[src/rtl/hsv2rgb_pkg.sv]
// ----------------------------------------------------------------------------
// hsv2rgb_pkg
// Shared types and constants for the HSV to RGB colour converter.
// ----------------------------------------------------------------------------
package hsv2rgb_pkg;

   localparam int FRAC_BITS_DEFAULT = 16;

   localparam int HUE_MAX = 360;
   localparam int PCT_MAX = 100;

   typedef enum logic [2:0] {
      SEC_RED_YEL,
      SEC_YEL_GRN,
      SEC_GRN_CYN,
      SEC_CYN_BLU,
      SEC_BLU_MAG,
      SEC_MAG_RED
   } sector_type;

   typedef struct packed {
      logic [8:0] hue_degrees;
      logic [6:0] saturation_pct;
      logic [6:0] value_pct;
   } req_type;

   typedef struct packed {
      logic [7:0] red;
      logic [7:0] green;
      logic [7:0] blue;
      logic       in_range;
   } rsp_type;

endpackage

[src/rtl/hsv_to_rgb_converter.sv]
// ----------------------------------------------------------------------------
// hsv_to_rgb_converter
// Five-stage pipelined HSV to 8-bit RGB conversion in unsigned fixed point.
// ----------------------------------------------------------------------------
// A request is taken on every clock in which start is high; busy is always
// low. Its result appears on rsp_data with rsp_valid high for one cycle,
// and results leave in request order. The result passes through five
// register stages: sector decode, percent and hue-ramp lookup, chroma
// multiply, secondary multiply, channel scaling.
// The receiver cannot stall, so nothing holds the pipeline back.
module hsv_to_rgb_converter #(
   parameter int FRAC_BITS = hsv2rgb_pkg::FRAC_BITS_DEFAULT
) (
   input  logic                 clock,
   input  logic                 reset,
   input  logic                 start,
   output logic                 busy,
   input  hsv2rgb_pkg::req_type req_data,
   output logic                 rsp_valid,
   output hsv2rgb_pkg::rsp_type rsp_data
);

   localparam int FW = FRAC_BITS + 1;

   // constant tables
   logic [FW-1:0] pct_tab [128];
   logic [FW-1:0] ramp_tab [64];

   for (genvar g = 0; g < 128; g++) begin : g_pct
      localparam logic [63:0] PV =
         (g <= hsv2rgb_pkg::PCT_MAX) ? ((64'(g) << FRAC_BITS) / 64'd100) : 64'd0;
      assign pct_tab[g] = PV[FW-1:0];
   end

   for (genvar g = 0; g < 64; g++) begin : g_ramp
      localparam logic [63:0] KV = (g <= 60) ? ((64'(g) << FRAC_BITS) / 64'd60) : 64'd0;
      assign ramp_tab[g] = KV[FW-1:0];
   end

   function automatic logic [7:0] chan_scale(input logic [FW-1:0] part,
                                             input logic [FW-1:0] offs);
      logic [FW:0]   sum;
      logic [FW+8:0] scaled;
      begin
         sum    = {1'b0, part} + {1'b0, offs};
         scaled = {sum, 8'd0} - {8'd0, sum};
         if (|scaled[FW+8:FRAC_BITS+8]) begin
            chan_scale = 8'hFF;
         end else begin
            chan_scale = scaled[FRAC_BITS+7:FRAC_BITS];
         end
      end
   endfunction

   assign busy = 1'b0;

   // stage 1: range check, sector and hue ramp index
   logic                   valid1_ff, valid1_in;
   logic                   ok1_ff, ok1_in;
   hsv2rgb_pkg::sector_type sec1_ff, sec1_in;
   logic [5:0]             kidx1_ff, kidx1_in;
   logic [6:0]             sat1_ff, val1_ff;

   logic [8:0] hue;
   logic [8:0] tmod;
   logic [8:0] ramp_dev;
   logic [8:0] kfull;

   always_comb begin
      hue       = req_data.hue_degrees;
      valid1_in = start;
      ok1_in    = (hue <= 9'(hsv2rgb_pkg::HUE_MAX))
               && (req_data.saturation_pct <= 7'(hsv2rgb_pkg::PCT_MAX))
               && (req_data.value_pct <= 7'(hsv2rgb_pkg::PCT_MAX));
      priority if (hue < 9'd60) begin
         sec1_in = hsv2rgb_pkg::SEC_RED_YEL;
      end else if (hue < 9'd120) begin
         sec1_in = hsv2rgb_pkg::SEC_YEL_GRN;
      end else if (hue < 9'd180) begin
         sec1_in = hsv2rgb_pkg::SEC_GRN_CYN;
      end else if (hue < 9'd240) begin
         sec1_in = hsv2rgb_pkg::SEC_CYN_BLU;
      end else if (hue < 9'd300) begin
         sec1_in = hsv2rgb_pkg::SEC_BLU_MAG;
      end else begin
         sec1_in = hsv2rgb_pkg::SEC_MAG_RED;
      end
      priority if (hue < 9'd120) begin
         tmod = hue;
      end else if (hue < 9'd240) begin
         tmod = hue - 9'd120;
      end else if (hue < 9'd360) begin
         tmod = hue - 9'd240;
      end else begin
         tmod = hue - 9'd360;
      end
      ramp_dev = (tmod >= 9'd60) ? (tmod - 9'd60) : (9'd60 - tmod);
      kfull    = 9'd60 - ramp_dev;
      kidx1_in = kfull[5:0];
   end

   always_ff @(posedge clock) begin
      if (reset) begin
         valid1_ff <= 1'b0;
      end else begin
         valid1_ff <= valid1_in;
      end
      ok1_ff   <= ok1_in;
      sec1_ff  <= sec1_in;
      kidx1_ff <= kidx1_in;
      sat1_ff  <= req_data.saturation_pct;
      val1_ff  <= req_data.value_pct;
   end

   // stage 2: table lookups
   logic                   valid2_ff;
   logic                   ok2_ff;
   hsv2rgb_pkg::sector_type sec2_ff;
   logic [FW-1:0]          sf2_ff, sf2_in;
   logic [FW-1:0]          vf2_ff, vf2_in;
   logic [FW-1:0]          kf2_ff, kf2_in;

   always_comb begin
      sf2_in = pct_tab[sat1_ff];
      vf2_in = pct_tab[val1_ff];
      kf2_in = ramp_tab[kidx1_ff];
   end

   always_ff @(posedge clock) begin
      if (reset) begin
         valid2_ff <= 1'b0;
      end else begin
         valid2_ff <= valid1_ff;
      end
      ok2_ff  <= ok1_ff;
      sec2_ff <= sec1_ff;
      sf2_ff  <= sf2_in;
      vf2_ff  <= vf2_in;
      kf2_ff  <= kf2_in;
   end

   // stage 3: chroma
   logic                   valid3_ff;
   logic                   ok3_ff;
   hsv2rgb_pkg::sector_type sec3_ff;
   logic [FW-1:0]          cf3_ff, cf3_in;
   logic [FW-1:0]          vf3_ff;
   logic [FW-1:0]          kf3_ff;
   logic [2*FW-1:0]        chroma_prod;

   always_comb begin
      chroma_prod = {{FW{1'b0}}, sf2_ff} * {{FW{1'b0}}, vf2_ff};
      cf3_in      = chroma_prod[FRAC_BITS +: FW];
   end

   always_ff @(posedge clock) begin
      if (reset) begin
         valid3_ff <= 1'b0;
      end else begin
         valid3_ff <= valid2_ff;
      end
      ok3_ff  <= ok2_ff;
      sec3_ff <= sec2_ff;
      cf3_ff  <= cf3_in;
      vf3_ff  <= vf2_ff;
      kf3_ff  <= kf2_ff;
   end

   // stage 4: secondary component and offset
   logic                   valid4_ff;
   logic                   ok4_ff;
   hsv2rgb_pkg::sector_type sec4_ff;
   logic [FW-1:0]          cf4_ff;
   logic [FW-1:0]          xf4_ff, xf4_in;
   logic [FW-1:0]          mf4_ff, mf4_in;
   logic [2*FW-1:0]        second_prod;

   always_comb begin
      second_prod = {{FW{1'b0}}, cf3_ff} * {{FW{1'b0}}, kf3_ff};
      xf4_in      = second_prod[FRAC_BITS +: FW];
      mf4_in      = (vf3_ff >= cf3_ff) ? (vf3_ff - cf3_ff) : '0;
   end

   always_ff @(posedge clock) begin
      if (reset) begin
         valid4_ff <= 1'b0;
      end else begin
         valid4_ff <= valid3_ff;
      end
      ok4_ff  <= ok3_ff;
      sec4_ff <= sec3_ff;
      cf4_ff  <= cf3_ff;
      xf4_ff  <= xf4_in;
      mf4_ff  <= mf4_in;
   end

   // stage 5: channel ordering and scaling
   logic                 valid5_ff;
   hsv2rgb_pkg::rsp_type rsp_ff, rsp_in;
   logic [FW-1:0]        red_part, green_part, blue_part;

   always_comb begin
      unique case (sec4_ff)
         hsv2rgb_pkg::SEC_RED_YEL: begin
            red_part = cf4_ff; green_part = xf4_ff; blue_part = '0;
         end
         hsv2rgb_pkg::SEC_YEL_GRN: begin
            red_part = xf4_ff; green_part = cf4_ff; blue_part = '0;
         end
         hsv2rgb_pkg::SEC_GRN_CYN: begin
            red_part = '0; green_part = cf4_ff; blue_part = xf4_ff;
         end
         hsv2rgb_pkg::SEC_CYN_BLU: begin
            red_part = '0; green_part = xf4_ff; blue_part = cf4_ff;
         end
         hsv2rgb_pkg::SEC_BLU_MAG: begin
            red_part = xf4_ff; green_part = '0; blue_part = cf4_ff;
         end
         default: begin
            red_part = cf4_ff; green_part = '0; blue_part = xf4_ff;
         end
      endcase
      if (ok4_ff) begin
         rsp_in.red      = chan_scale(red_part, mf4_ff);
         rsp_in.green    = chan_scale(green_part, mf4_ff);
         rsp_in.blue     = chan_scale(blue_part, mf4_ff);
         rsp_in.in_range = 1'b1;
      end else begin
         rsp_in = '0;
      end
   end

   always_ff @(posedge clock) begin
      if (reset) begin
         valid5_ff <= 1'b0;
      end else begin
         valid5_ff <= valid4_ff;
      end
      rsp_ff <= rsp_in;
   end

   assign rsp_valid = valid5_ff;
   assign rsp_data  = rsp_ff;

endmodule

[config.mk]
export PLATFORM = sky130hd
export DESIGN_NAME = hsv_to_rgb_converter
export DESIGN_NICKNAME = d
export VERILOG_FILES = /design/src/rtl/hsv2rgb_pkg.sv /design/src/rtl/hsv_to_rgb_converter.sv
export SDC_FILE = /design/constraint.sdc
export NUM_CORES = 2
export LEC_CHECK = 0
export ABC_AREA = 1
export BUFFER_PORTS_ARGS = -buffer_cell sky130_fd_sc_hd__buf_2
export CORE_ASPECT_RATIO = 1.5
export CORE_UTILIZATION = 30
export CTS_BUF_LIST = sky130_fd_sc_hd__clkbuf_8
export DETAILED_ROUTE_END_ITERATION = 6
export MAX_ROUTING_LAYER = met4
export PLACE_DENSITY = 0.45
export REMOVE_ABC_BUFFERS = 1
export SLEW_MARGIN = 5
export SYNTH_ARGS = -nofsm -noshare
export SYNTH_HDL_FRONTEND = slang
export SYNTH_SLANG_ARGS = --single-unit
export TNS_END_PERCENT = 20
[constraint.sdc]
create_clock -name clock -period 7.9 [get_ports clock]
set_input_delay 0.395 -clock clock [delete_from_list [all_inputs] [get_ports clock]]
set_output_delay 0.395 -clock clock [all_outputs]
set_load 0.03 [all_outputs]
==> run summary <==
Async S/R FF share, synth = 0
Final Hold Fails = 0
crit path cell chain = nand2_1, fa_1, inv_1, fa_1, fa_1, fa_1, fa_1, inv_1, fa_1, inv_1, ha_1, nand2_1, nor4_1, o21ai_0, nand3_1, nand2_1, o211ai_1, xor2_1
global route overflow = 0
post-CTS sizing = 0
dpl hpwl = 96,200 um
initial antenna violation count = 5
Hold WS = 182 ps
max-slew violations = 0
drt drc = 0
initial drt markers = 1,517
crit path time final = 6450 ps
status = finished clean
most frequent cell on the critical path = fa_1
Max H-tree Level = 4
CP Capture Type = flip-flop
Placeable Area = 0.112 mm2
MaxCap Viol Count = 0
DRT Wirelength = 114,000 um
count of cell types in the netlist = 66
Synth Cell Area = 0.0340 mm2
kind of start point of the critical path = flip-flop
fmax = 155 MHz
post-synthesis cell count = 4,795
unrepaired setup endpoints after global routing = false
Syn. warnings = 0
Worst Path Buf+Inv = 3
most common cell after layout, fill and taps aside = nand2_1
Worst Path Required = 8400 ps
Crit path max-delay family = adder cells
Post-synth top flop = dfxtp_1
Data arrival, critical path = 6940 ps
DR WL/cell = 18.2 um
# setup viols final = 0
Post-synth EDFFs = 0
setup bufs post-CTS = 0
CTS root buf = clkbuf_8
nets@finish = 5,588
most frequent cells in the layout = nand2_1, inv_1, fa_1
DRT Pass-1 Iters = 5
Area growth syn-to-layout = 6.96%
Via Count = 29,700
Reg2Reg Setup Slack = 1450 ps
final setup TNS = 0 ps
I/O Pins = 53
Hold EP = sec1_ff[0]$_SDFF_PP0_
Die Area = 0.115 mm2
# rows = 150
CTS Sinks = 199
crit-path max FO = 18
layout cells sized above 1 = 0.0456
CTS tree = built
r2r endpoint = cf3_ff[9]$_DFF_P_
total track usage = 0.207
Port-buffer cells = 51
hold path startpoint = req_data[20]
first-pass GRT wire length = 178,000 um
gp weighted congestion = 0.947
Critical R2R Launch = vf2_ff[12]$_DFF_P_
Worst Clk Skew = 37.9 ps
Min-Delay Path Class = input port to flip-flop
Num CTS Buffers = 17
detailed-route vias per instance = 4.77
CTS clk-pin slew, worst paths = 130 ps
Die X = 277 um
slowest stage delay, CP = 1030 ps
pin count of the biggest net entering global routing = 30
final worst path period share = 0.816
CP max-delay cell = dfxtp_1
Antenna Violating Nets Remaining = 0
slew margin rel. = 0.195
worst r2r path cells = 18
CTS Buffer Depth = 2
post-synthesis sequential area ratio = 0.117
Die Y = 414 um
WS Path Type = flip-flop to flip-flop
Initial Util = 0.304
worst-margin pin slew = 1190 ps
clk_lat worst skew = 640 ps
vias in the first global route = 31,700
Worst Hold Path Cells = 3
syn avg cell area = 7.09 um2
flops & latches, synth = 199
worst max path at each step:
stage / cells after the start / endpoint / start / slack [ps]
3_3_place_gp: 18 / cf3_ff[9]$_DFF_P_ / vf2_ff[12]$_DFF_P_ / 1490
4_1_cts: 18 / cf3_ff[9]$_DFF_P_ / vf2_ff[11]$_DFF_P_ / 1410
3_5_place_dp: 18 / cf3_ff[9]$_DFF_P_ / vf2_ff[12]$_DFF_P_ / 1430
6_report: 18 / cf3_ff[9]$_DFF_P_ / vf2_ff[12]$_DFF_P_ / 1450
5_1_grt: 18 / cf3_ff[9]$_DFF_P_ / vf2_ff[12]$_DFF_P_ / 1210
2_1_floorplan: 20 / xf4_ff[16]$_DFF_P_ / kf3_ff[12]$_DFF_P_ / 2630
timing repair:
action                                  CTS  global route
hold endpoints to repair                 22             0
hold buffers                             19             0
endpoints found under the setup margin    0             0
synth_stat cells, types with 13 or more instances:
library cell	n	share of area
nand2_1	1159	0.13
inv_1	1147	0.13
fa_1	446	0.26
ha_1	347	0.13
nor2_1	288	0.032
a21oi_1	233	0.034
dfxtp_1	199	0.12
nand3_1	185	0.027
o21ai_0	143	0.021
clkbuf_1	134	0.015
o22ai_1	63	0.012
xor2_1	61	0.016
nand4_1	46	0.0085
nand2_2	36	0.0066
nor3_1	33	0.0049
o211ai_1	27	0.0060
xnor2_1	22	0.0057
inv_2	14	0.0015
nand3b_1	14	0.0031
a31oi_1	13	0.0024
nor2_2	13	0.0024
o221ai_1	13	0.0033
logic make-up after synthesis:
kind of cell / count (synthesis) / share of synthesized area
AND/OR/NAND/NOR: 1822 / 0.224
buffers and inverters: 1312 / 0.145
adder cells (fa/ha/maj): 793 / 0.390
AO/OA/AOI/OAI: 585 / 0.101
flip-flops: 199 / 0.117
XOR/XNOR: 83 / 0.0214
other: 1 / 0.000110
flip-flops by register name (all words and copies together) (netlist names), 17 cells and up:
register	count
rsp_data	25
cf3_ff	17
cf4_ff	17
mf4_ff	17
sf2_ff	17
vf2_ff	17
vf3_ff	17
xf4_ff	17
area by class of cell:
class	count	area [um2]
multi-input combinational	3284	25100
clock inverter	15	191
antenna	5	12.5
sequential	199	3980
timing repair buffer	102	686
inverter	1165	4380
tap	1444	1810
clock buffer	17	234
fill	12200	75500
worst register-to-register path, stage by stage (launching register included):
cell      delay [ps]
dfxtp_1         1030
nand2_1          210
fa_1             560
inv_1             60
fa_1             560
fa_1             450
fa_1             460
fa_1             490
inv_1             60
fa_1             470
inv_1             40
ha_1             390
nand2_1          200
nor4_1           420
o21ai_0          150
nand3_1          220
nand2_1           80
o211ai_1         130
xor2_1           350
per-stage QoR:
step           cell area, um2  std cells  worst slack, ps  utilization
2_1_floorplan           33400       4648             2630            -
3_3_place_gp            35700       6175             1490        0.320
3_5_place_dp            35700       6175             1430        0.320
4_1_cts                 36400       6226             1410        0.325
5_1_grt                 36400       6231             1210        0.325
6_report                36400       6231             1450        0.325
routing by layer:
metal  part of all wire  routed length (um)  global-route usage  vias up
li1                   -                   -                   -    14600
met1               0.37               42000               0.203    14300
met2               0.56               64200               0.411      596
met3              0.026                2910              0.0206      207
met4              0.040                4560              0.0827        0
met5                  0                   0                   -        -
Power is left out: the tool's default activity adds up to more than one toggle a clock period on the data nets, which glitch-free logic cannot reach.
